===== src/hw/rtl/sem_pkg.sv =====
package sem_pkg;

	// line store depth, default for the top level parameter
	localparam int SEM_MAX_LINE = 2048;
	// row limit is fixed by the 11-bit coordinate fields
	localparam int SEM_MAX_ROWS = 2048;

	localparam int SEM_CFG_W  = 12;
	localparam int SEM_PIX_W  = 8;
	localparam int SEM_XY_W   = 11;
	localparam int SEM_GRAD_W = 11;

	localparam int SEM_RST_WIDTH  = 1200;
	localparam int SEM_RST_HEIGHT = 800;

	localparam int SEM_IDX_W = 2;
	typedef enum logic [SEM_IDX_W-1:0] {
		REG_FRAME_WIDTH  = 2'd0,
		REG_FRAME_HEIGHT = 2'd1
	} sem_reg_t;

	// window centre position that travels with each result
	typedef struct packed {
		logic                valid;
		logic [SEM_XY_W-1:0] x;
		logic [SEM_XY_W-1:0] y;
	} sem_tag_t;

	// partial state of the digit-by-digit square root
	typedef struct packed {
		logic [8:0] rem;
		logic [7:0] root;
	} sem_sqrt_t;

	// four restoring square root steps: one result bit per pair of input bits
	function automatic sem_sqrt_t sem_sqrt_step4(input sem_sqrt_t st, input logic [7:0] bits);
		sem_sqrt_t   r;
		logic [10:0] acc;
		logic [10:0] trial;
		r = st;
		for (int i = 3; i >= 0; i--) begin
			acc   = {r.rem, bits[2*i+1 -: 2]};
			trial = {1'b0, r.root, 2'b01};
			if (acc >= trial) begin
				r.rem  = 9'(acc - trial);
				r.root = {r.root[6:0], 1'b1};
			end else begin
				r.rem  = 9'(acc);
				r.root = {r.root[6:0], 1'b0};
			end
		end
		return r;
	endfunction

endpackage


===== src/hw/rtl/sem_magnitude.sv =====
module sem_magnitude (
	input  logic                                  clk,
	input  logic                                  arst_n,
	input  logic                                  adv,
	input  sem_pkg::sem_tag_t                     tag_in,
	input  logic signed [sem_pkg::SEM_GRAD_W-1:0] gx,
	input  logic signed [sem_pkg::SEM_GRAD_W-1:0] gy,
	output sem_pkg::sem_tag_t                     tag_out,
	output logic [sem_pkg::SEM_PIX_W-1:0]         magnitude
);
	import sem_pkg::*;

	logic signed [2*SEM_GRAD_W-1:0] sqx, sqy;
	logic [2*SEM_GRAD_W-1:0]        sq_sum;

	logic        v_s3, v_s4, v_s5;
	logic [SEM_XY_W-1:0] x_s3, y_s3, x_s4, y_s4, x_s5, y_s5;
	logic [19:0] half_s3;
	logic        sat_s4;
	sem_sqrt_t   st_s4;
	logic [7:0]  lo_s4;
	sem_sqrt_t   st_fin;
	logic [7:0]  mag_s5;

	// |g| <= 1020, so the sum of squares stays below 2^21
	assign sqx    = gx * gx;
	assign sqy    = gy * gy;
	assign sq_sum = {1'b0, sqx[2*SEM_GRAD_W-2:0]} + {1'b0, sqy[2*SEM_GRAD_W-2:0]};
	assign st_fin = sem_sqrt_step4(st_s4, lo_s4);

	always_ff @(posedge clk or negedge arst_n) begin
		if (!arst_n) begin
			v_s3 <= 1'b0;
			v_s4 <= 1'b0;
			v_s5 <= 1'b0;
		end else if (adv) begin
			v_s3 <= tag_in.valid;
			v_s4 <= v_s3;
			v_s5 <= v_s4;
		end
	end

	always_ff @(posedge clk) begin
		if (adv) begin
			x_s3    <= tag_in.x;
			y_s3    <= tag_in.y;
			half_s3 <= sq_sum[20:1];
			x_s4    <= x_s3;
			y_s4    <= y_s3;
			sat_s4  <= |half_s3[19:16];
			st_s4   <= sem_sqrt_step4('0, half_s3[15:8]);
			lo_s4   <= half_s3[7:0];
			x_s5    <= x_s4;
			y_s5    <= y_s4;
			mag_s5  <= sat_s4 ? 8'hFF : st_fin.root;
		end
	end

	assign tag_out   = '{valid: v_s5, x: x_s5, y: y_s5};
	assign magnitude = mag_s5;

endmodule


===== config.mk =====
export PLATFORM = sky130hd
export DESIGN_NAME = sem_magnitude
export DESIGN_NICKNAME = d
export VERILOG_FILES = /design/src/hw/rtl/sem_pkg.sv /design/src/hw/rtl/sem_magnitude.sv
export SDC_FILE = /design/constraint.sdc
export NUM_CORES = 1
export LEC_CHECK = 0
export ABC_AREA = 1
export ABC_CLOCK_PERIOD_IN_PS = 5000
export BUFFER_PORTS_ARGS = -buffer_cell sky130_fd_sc_hd__buf_2
export CORE_MARGIN = 5
export CORE_UTILIZATION = 58
export CTS_BUF_LIST = sky130_fd_sc_hd__clkbuf_16
export DETAILED_ROUTE_END_ITERATION = 6
export MAX_ROUTING_LAYER = met4
export PLACE_DENSITY = 0.79
export REMOVE_ABC_BUFFERS = 1
export SLEW_MARGIN = 20
export SYNTH_ARGS = -nofsm -noshare
export SYNTH_HDL_FRONTEND = slang
export SYNTH_SLANG_ARGS = --single-unit

===== constraint.sdc =====
create_clock -name clk -period 5 [get_ports clk]
set_input_delay 0.5 -clock clk [delete_from_list [all_inputs] [get_ports clk]]
set_output_delay 0.5 -clock clk [all_outputs]
set_load 0.005 [all_outputs]

# Word-level counts from Yosys, hierarchy flattened
# Cells that the tools add are included.
# op_classes
addsub	8
n_mul	2
n_lt_le_gt_ge	8
n_mux	11
n_reduce_logical	1
# op_table
op	count
2-to-1 mux 17 bit	10
>= comparator 11 x 10 -> 1 bit	7
subtractor 9 bit	6
multiplier 11 x 11 -> 21 bit	2
adder 21 bit	1
OR reduction 4 bit	1
subtractor 2 x 1 -> 3 bit, second input constant	1
>= comparator 2 x 1 -> 1 bit, second input constant	1
2-to-1 mux 1 bit	1
# word_totals
reg_bits	123
input_bits	48
elab_cells	45

# Longest topological paths before layout
# Gate-level depths: netlist of the first run.
# depth
ltp_word	11
mapped_depth	41
depth_no_buf	40

# Least setup slack after synthesis of the first run
# No wires, ideal clock.
# synth_path
path_kind	input to register
from	input port gy[10] in the netlist's numbering
to	register half_s3[18], data pin
arrival_ps	6318
t_required_ps	4743
slack_ps	-1575
path_stages	25
path_buffers	1
path_cell_list	clkbuf_1 > nand2_1 > inv_1 > fa_1 > inv_1 > fa_1 > fa_1 > fa_1 > fa_1 > inv_1 > fa_1 > fa_1 > ha_1 > nand2_1 > inv_1 > nand4_1 > o211ai_1 > a21o_1 > a21oi_1 > o21ai_0 > nand3_1 > nand2_1 > nand3_1 > nand2_1 > xor2_1
# synth_between
elab_chain_len	2
# synth_rtl
element	line_no	text
from (decl)	sem_magnitude.sv:7	input logic signed [sem_pkg::SEM_GRAD_W-1:0] gy,
multiplier 11 x 11 -> 21 bit	sem_magnitude.sv:27	assign sqy = gy * gy;
adder 21 bit	sem_magnitude.sv:28	assign sq_sum = {1'b0, sqx[2*SEM_GRAD_W-2:0]} + {1'b0, sqy[2*SEM_GRAD_W-2:0]};
net sq_sum[19]	sem_magnitude.sv:14	logic [2*SEM_GRAD_W-1:0] sq_sum;
to (signal assigned)	sem_magnitude.sv:47	half_s3 <= sq_sum[20:1];
to (decl)	sem_magnitude.sv:18	logic [19:0] half_s3;
# The timed path passes the listed nets, and every way through them passes these cells.
# A chain may end at the register's enable or synchronous reset.

# Final worst setup path of the first run
# layout_path
from	input port gy[10] in the netlist's numbering
to	register half_s3[19], data pin
# The elaborated chain is that of the path after synthesis.

==> results of run 1 <==
==> per-stage QoR <==
step,setup TNS [ns],setup slack [ns],cell area [sq um]
after floorplan,-10.56,-1.25,13900
after global placement,-15.37,-1.41,16400
after detailed placement,-16.69,-1.53,16400
after CTS,-6.25,-0.711,18200
after global routing,-12.61,-1.35,19000
final,-11.23,-1.27,19000
==> routing by layer <==
metal	part of all wire (%)	wire, um	vias to the layer above
met1	33	15100	5748
met5	0	0	-
li1	-	-	5093
met2	51	23100	809
met4	8.2	3720	0
met3	7.9	3610	310
==> final timing paths <==
check	endpoint	slack [ns]	depth (start not counted)
max in group asynchronous	v_s4	4.45	2
worst max-delay path	half_s3[19]	-1.27	25
min in group asynchronous	v_s5	0.43	2
worst min-delay path	y_s3[3]	0.25	1
worst min register to register	y_s4[5]	0.42	0
worst max register to register	magnitude[0]	-0.75	36
==> placed cells by master, fill, tap and decap left out, drive strengths merged, types with 3 or more instances in the layout <==
cell      n
ha      118
clkbuf   18
edfxtp  116
xor2     35
nand4     9
nand2   271
buf     396
a21oi    39
or2       9
inv     396
nor3      3
fa      225
dfrtp     3
nor2     53
a21o      5
o21ai    35
xnor2    27
bufinv    3
nand3    44
a31oi     3
==> cell type report <==
class                   instances  area [sq um]
multi-input cells             893          9920
fillers                      1135          4560
flip-flops and latches        119          3560
repair buffers                398          3050
inverters                     386          1490
clock buffers                  17           425
well taps                     319           399
clock inverters                15           204
repair inverters                1          7.51
==> sequential cells by signal, summed over array words and instances, names as in the netlist <==
name,cells
lo_s4,8
x_s5,11
y_s5,11
magnitude,8
x_s4,11
st_s4,13
sat_s4,1
half_s3,20
v_s4,1
y_s4,11
v_s3,1
v_s5,1
y_s3,11
x_s3,11
==> cells by family (layout without fill, tap and decap cells) <==
| logic type | count (synthesis) | after routing | share of synthesized area (%) |
|---|---|---|---|
| compound gates | 94 | 94 | 4.04 |
| xor+xnor | 62 | 62 | 3.93 |
| fa+ha+maj | 343 | 343 | 42.7 |
| buf+inv | 413 | 817 | 11.3 |
| flops | 119 | 119 | 25.4 |
| mux | 1 | 1 | 0.0804 |
| simple gates | 393 | 393 | 12.5 |
==> repair_timing <==
action,in CTS,in global routing
setup endpoints to repair,16,15
hold buffers,1,0
gates resized for setup,199,152
hold endpoints to repair,3,0
gates cloned,1,0
pin swaps,137,110
buffers inserted,59,31
==> run metrics, run 1 <==
Final period util=125%; most common cell in the netlist=inv_1; die area=27300 sq um; top_reg_cell synth=edfxtp_1; synth cell count leaders=inv_1, nand2_1, fa_1; placed cells=2029; syn avg cell area=9.82 sq um; clk_lat worst skew=0.42 ns; share of layout cells above drive strength 1=37.9%; vias per cell=5.57; top cell type's share of synthesized area=32.2%; Ys Warns=0; startpoint types=input port; dominant cell type by area after synthesis=fa_1; Critical Path Slowest Stage Cell=fa_1; status=finished, violations left; wire per inst=21.2 um; fin cells=2148; Critical path buffers and inverters=7; Netlist cell types=52; Max transition margin=47.2%; top cells by area, synth=fa_1, edfxtp_1, ha_1; met2 GRT Util=50.5%; CTS Sinks=119; Clk pin slew, worst setup/hold paths=0.06 ns; cell area after synthesis=14000 sq um; Seq/Total Area, Yosys=25.4%; Total GRT Usage=28.6%; RD Place Congestion=0.932; post-synthesis register bit count=119; DR pass1 iterations=6; Setup-failing EPs final=14; worst path arrival time=6.52 ns; io pins=79; initial DRC count=1088; M1 GR Usage=32.9%; final wirelength=45500 um; Final Hold Fails=0; r2r startpoint=st_s4[9]; Starting Density=59.3%; Inserted Diodes=0; slowest stage delay, CP=0.76 ns; vias in the first global route=12200; worst hold start=tag_in[3]; die height=165 um; post-synthesis async set-or-reset flop share=2.52%; pin slew with the least headroom to its limit=0.792 ns; initial antenna violation count=0; Post-route DRC=0; Tmin final=6.27 ns; Hold WC Path Type=in2reg; clk buf depth=2; busiest grt layer=met2; Worst Setup End Kind=flop; Core Region=23600 sq um; HPWL after DPL=26200 um; H-tree lvl count=4; fin util=80.7%; pin count of the biggest net entering global routing=60; worst hold slack=0.254 ns; M3 GR Usage=4.07%; clock root cell=clkbuf_16; cell count after synthesis=1425; Critical Path RT=5.25 ns; launch point of the worst path=gy[10]; detailed-route via count=12000; Area Overhead vs Synth=36.1%; Final Max Tran Viols=0; Worst Clk Skew=0.0110 ns; WS Path Type=in2reg; Die Wd=165 um; number of flops mapped to enable cells by yosys=116; worst-path maximum fanout=5; Peak Freq=0.159 GHz; Congestion Overflow GR=0; Top delay family on crit path=adder cells; max_cap viols=0; # rows=56; first-pass GRT wire length=59100 um; final net count=2207; Routed Antenna Nets=0; TritonCTS clock tree=yes; violated checks=negative setup slack; IO Port Bufs=78; RSZ-0062 raised after global routing=true; final setup margin=-1.27 ns; total CTS buffers=17; most used cell, CP=fa_1
Power of run 1 is not shown: default switching activity piles up to over one toggle a cycle in this logic, so the estimate is an artifact.
==> inputs of run 2 (changes only) <==
--- a/config.mk
+++ b/config.mk
@@ -6,14 +6,14 @@
 export NUM_CORES = 1
 export LEC_CHECK = 0
 export ABC_AREA = 1
-export ABC_CLOCK_PERIOD_IN_PS = 5000
 export BUFFER_PORTS_ARGS = -buffer_cell sky130_fd_sc_hd__buf_2
 export CORE_MARGIN = 5
-export CORE_UTILIZATION = 58
+export CORE_UTILIZATION = 60
 export CTS_BUF_LIST = sky130_fd_sc_hd__clkbuf_16
 export DETAILED_ROUTE_END_ITERATION = 6
 export MAX_ROUTING_LAYER = met4
 export PLACE_DENSITY = 0.79
+export RECOVER_POWER = 50
 export REMOVE_ABC_BUFFERS = 1
 export SLEW_MARGIN = 20
 export SYNTH_ARGS = -nofsm -noshare
==> constraint.sdc (replaced) <==
create_clock -name clk -period 7.5 [get_ports clk]
set_input_delay 0.75 -clock clk [delete_from_list [all_inputs] [get_ports clk]]
set_output_delay 0.75 -clock clk [all_outputs]
set_load 0.005 [all_outputs]
==> run 2 against run 1 <==
Effect of this change:
- the run ends with max-capacitance violations, max-slew violations left
- clock skew shrank 0.0038 ns
- hold slack lost 0.12 ns
- via count shrank 22%
- sequential share of layout area grew 4.6 points
- routed wire length shrank 39%
- utilization shrank 14 points
- count of clock-buffer cells in the layout is the same
- global-route usage shrank 5.2 points
- die area shrank 3.1%
- final cell count shrank 15%
- first-iteration DRC count shrank 47%
- critical path type unchanged
==> run metrics, run 2 (synthesis gave the netlist of run 1 again) <==
met3 wire length=1530 um; Setup-failing EPs final=0; Tmin final=6.92 ns; Design Area, Final=15300 sq um; Final Hold Fails=0; post-CTS resize count=0; Core Region=22800 sq um; fin util=67.1%; RSZ-0062 raised after global routing=false; launch point of the worst path=gy[0]; vias in the first global route=9989; largest reg by FF count=half_s3; # rows=55; CTS Sinks=119; clock root cell=clkbuf_16; worst-path maximum fanout=13; Starting Density=61.5%; vias per cell=5.12; most used cell, CP=fa_1; Clk pin slew, worst setup/hold paths=0.06 ns; Worst Clk Skew=0.00727 ns; setup TNS=0 ns; Total GRT Usage=23.3%; # Post-CTS Setup Buffers=0; clk_lat worst skew=0.41 ns; Peak Freq=0.144 GHz; max reg flops=20; fin cells=1824; Final Max Tran Viols=37; Routed Antenna Nets=0; WS Path Type=in2reg; Inserted Diodes=0; r2r startpoint=st_s4[0]; total CTS buffers=17; Max transition margin=-26.3%; initial DRC count=575; dpl cell area=14700 sq um; met1 WL=11800 um; Final period util=92.3%; commonest non-fill, non-tap cell in the layout=inv_1; Critical Path RT=7.65 ns; DR pass1 iterations=7; met2 WL=14100 um; clk buf depth=2; worst path arrival time=7.07 ns; top routing layer in use=met4; Area Overhead vs Synth=9.25%; most frequent cells in the layout=inv_1, nand2_1, fa_1, ha_1, edfxtp_1; share of layout cells above drive strength 1=10.3%; first-pass GRT wire length=48000 um; io pins=79; detailed-route via count=9343; Hold WC Path Type=in2async; final wirelength=27900 um; final net count=1889; Top delay family on crit path=adder cells; pin count of the biggest net entering global routing=87; die area=26500 sq um; wire per inst=15.3 um; RD Place Congestion=0.917; violated checks=max-capacitance violations, max-slew violations; Post-route DRC=0; Critical Path Slowest Stage Cell=fa_1; HPWL after DPL=23100 um; Congestion Overflow GR=0; TritonCTS clock tree=yes; Regs by FF count=half_s3: 20 flops, st_s4: 13 flops; Critical path buffers and inverters=7; startpoint types=input port; cts hold-fix bufs=0; H-tree lvl count=4; status=finished, violations left; pin slew with the least headroom to its limit=1.89 ns; IO Port Bufs=78; Die Wd=163 um; die height=163 um; initial antenna violation count=0; Worst Setup End Kind=flop; placed cells=1792; slowest stage delay, CP=0.54 ns; max_cap viols=1
## run 2: layout make-up
cell class	instances	area, sq um
clock buffers	17	425
clock inverters	15	204
fillers	1742	7490
inverters	386	1460
multi-input cells	893	8860
flip-flops and latches	119	3560
well taps	313	392
repair buffers	81	397
## run 2: routing by layer
metal  up-vias  global-route usage [%]
met5         -                       -
met4         0                    6.82
met3        39                    3.75
met2       291                    38.3
met1      4561                    30.4
li1       4452                       -
## run 2: worst paths after layout
| check | depth (start not counted) | end | slack, ns |
|---|---|---|---|
| setup / recovery | 25 | half_s3[19] | 0.58 |
| hold / removal | 1 | v_s5 | 0.13 |
| hold reg to reg | 0 | x_s5[7] | 0.42 |
| min in group clk | 0 | x_s5[7] | 0.42 |
| max in group asynchronous | 1 | v_s3 | 7.21 |
| setup reg to reg | 37 | magnitude[0] | 0.69 |
## run 2: worst register-to-register path: cells and delay by family (launching register included)
| kind | cells | cell delay, ns |
|---|---|---|
| AO/OA/AOI/OAI | 6 | 1.43 |
| buffers and inverters | 7 | 1.19 |
| adder cells (fa/ha/maj) | 4 | 1.54 |
| AND/OR/NAND/NOR | 20 | 2.10 |
| flip-flops | 1 | 0.33 |
## run 2: metrics by stage
step,hold slack [ns],worst slack (ns)
6_report,0.132,0.580
5_1_grt,0.128,0.0916
4_1_cts,0.105,0.784
3_5_place_dp,0.405,0.498
3_3_place_gp,0.401,0.675
2_1_floorplan,0.400,1.00
Power of run 2 is left out for the same reason.
==> inputs of run 3 (changes only) <==
--- a/config.mk
+++ b/config.mk
@@ -12,7 +12,7 @@
 export CTS_BUF_LIST = sky130_fd_sc_hd__clkbuf_16
 export DETAILED_ROUTE_END_ITERATION = 6
 export MAX_ROUTING_LAYER = met4
-export PLACE_DENSITY = 0.79
+export PLACE_DENSITY = 0.86
 export RECOVER_POWER = 50
 export REMOVE_ABC_BUFFERS = 1
 export SLEW_MARGIN = 20
==> constraint.sdc (replaced) <==
create_clock -name clk -period 7.5 [get_ports clk]
set_input_delay 0.75 -clock clk [delete_from_list [all_inputs] [get_ports clk]]
set_output_delay 0.75 -clock clk [all_outputs]
set_load 0.01 [all_outputs]
==> run 3 against run 2 <==
Effect of this change:
- the run still ends with max-capacitance violations, max-slew violations left
- global-route usage grew 0.27 points
- clock skew grew 0.00079 ns
- die area is the same
- count of clock-buffer cells in the layout is the same
- worst setup slack gained 0.014 ns
- largest cell class unchanged
==> run metrics, run 3 (synthesis gave the netlist of run 1 again) <==
detailed-route via count=9491; Worst Setup End Kind=flop; initial antenna violation count=0; dpl cell area=14700 sq um; die area=26500 sq um; Critical Path Slowest Stage Cell=o21ai_0; Final Max Tran Viols=41; final setup margin=0.594 ns; Critical Path RT=7.67 ns; r2r startpoint=st_s4[3]; CTS Sinks=119; startpoint types=flop; Peak Freq=0.145 GHz; share of layout cells above drive strength 1=10.1%; total CTS buffers=17; clk_lat worst skew=0.41 ns; Post-route DRC=0; Clk pin slew, worst setup/hold paths=0.06 ns; Worst Clk Skew=0.00805 ns; H-tree lvl count=4; commonest non-fill, non-tap cell in the layout=inv_1; first-pass GRT wire length=48600 um; Final period util=92.1%; Core Region=22800 sq um; die height=163 um; clock root cell=clkbuf_16; fill cell count=1615; Hold WC Path Type=in2async; r2r setup slk=0.59 ns; vias per cell=5.21; Setup-failing EPs final=0; IO Port Bufs=78; RD Place Congestion=0.906; setup TNS=0 ns; Starting Density=61.5%; Tmin final=6.91 ns; WS Path Type=reg2reg; Inserted Diodes=0; Worst Reg-to-Reg Cells=36; cts hold-fix bufs=0; launch point of the worst path=st_s4[3]; worst path arrival time=7.08 ns; Die Wd=163 um; violated checks=max-capacitance violations, max-slew violations; wire per inst=15.6 um; Regs by FF count=half_s3: 20 flops, st_s4: 13 flops; pin slew with the least headroom to its limit=2.11 ns; fin util=67.1%; final wirelength=28500 um; most frequent cells in the layout=inv_1, nand2_1, fa_1, ha_1, edfxtp_1; TritonCTS clock tree=yes; worst-path maximum fanout=12; io pins=79; DR pass1 iterations=5; pin count of the biggest net entering global routing=83; HPWL after DPL=23700 um; most used cell, CP=nand2_1; RR Endpoint=magnitude[0]; final net count=1888; Total GRT Usage=23.6%; post-CTS resize count=0; Area Overhead vs Synth=9.22%; initial DRC count=612; status=finished, violations left; # rows=55; clk buf depth=2; RSZ-0062 raised after global routing=false; largest reg by FF count=half_s3; Final Hold Fails=0; max_cap viols=1; Design Area, Final=15300 sq um; Max transition margin=-40.7%; Congestion Overflow GR=0; pre-CTS setup slack=0.343 ns; # Post-CTS Setup Buffers=0; max reg flops=20; Routed Antenna Nets=0; slowest stage delay, CP=0.43 ns; Top delay family on crit path=compound AO/OA/AOI/OAI gates; Critical path buffers and inverters=7; vias in the first global route=10400
==> run 3: cell count changes in the layout (fill, tap and decap cells not counted), sizes merged <==
| cell | delta |
|---|---|
| buf | -2 |
| clkbuf | +1 |
| clkinv | +1 |
| clkinvlp | -1 |
==> run 3: worst reg2reg max path, delay by kind of cell (launching register included) <==
kind	cells	cell delay, ns
buffers and inverters	7	1.35
and+or+nand+nor	16	1.81
adders and majority gates	4	1.36
AOI/OAI and AO/OA	9	1.87
DFF	1	0.32
==> run 3: layer usage <==
metal  wire [um]  track usage, %
met3        2010            4.33
met1       11100            28.8
met5           0               -
met2       14600            40.1
met4         757            7.74
==> run 3: cell type report <==
| type | count | area [sq um] | share of cell area (%) |
|---|---|---|---|
| clock buffers | 17 | 425 | 2.78 |
| clock inverters | 15 | 208 | 1.36 |
| inverters | 386 | 1460 | 9.53 |
| multi-input cells | 893 | 8860 | 58.0 |
| flip-flops and latches | 119 | 3560 | 23.3 |
| well taps | 313 | 392 | 2.56 |
| repair buffers | 80 | 388 | 2.54 |
==> run 3: worst max path at each step <==
stage	to	slack (ns)	depth (start not counted)
2_1_floorplan	half_s3[18]	1.00	24
3_3_place_gp	half_s3[18]	0.53	24
4_1_cts	magnitude[0]	0.72	36
3_5_place_dp	half_s3[18]	0.34	24
6_report	magnitude[0]	0.59	36
5_1_grt	magnitude[0]	0.04	36
==> run 3: metrics by stage <==
stage | hold WS, ns | cells
6_report | 0.140 | 1823
5_1_grt | 0.143 | 1823
4_1_cts | 0.114 | 1823
3_5_place_dp | 0.405 | 1791
3_3_place_gp | 0.401 | 1791
2_1_floorplan | 0.400 | 1398
Power of run 3 is left out for the same reason.
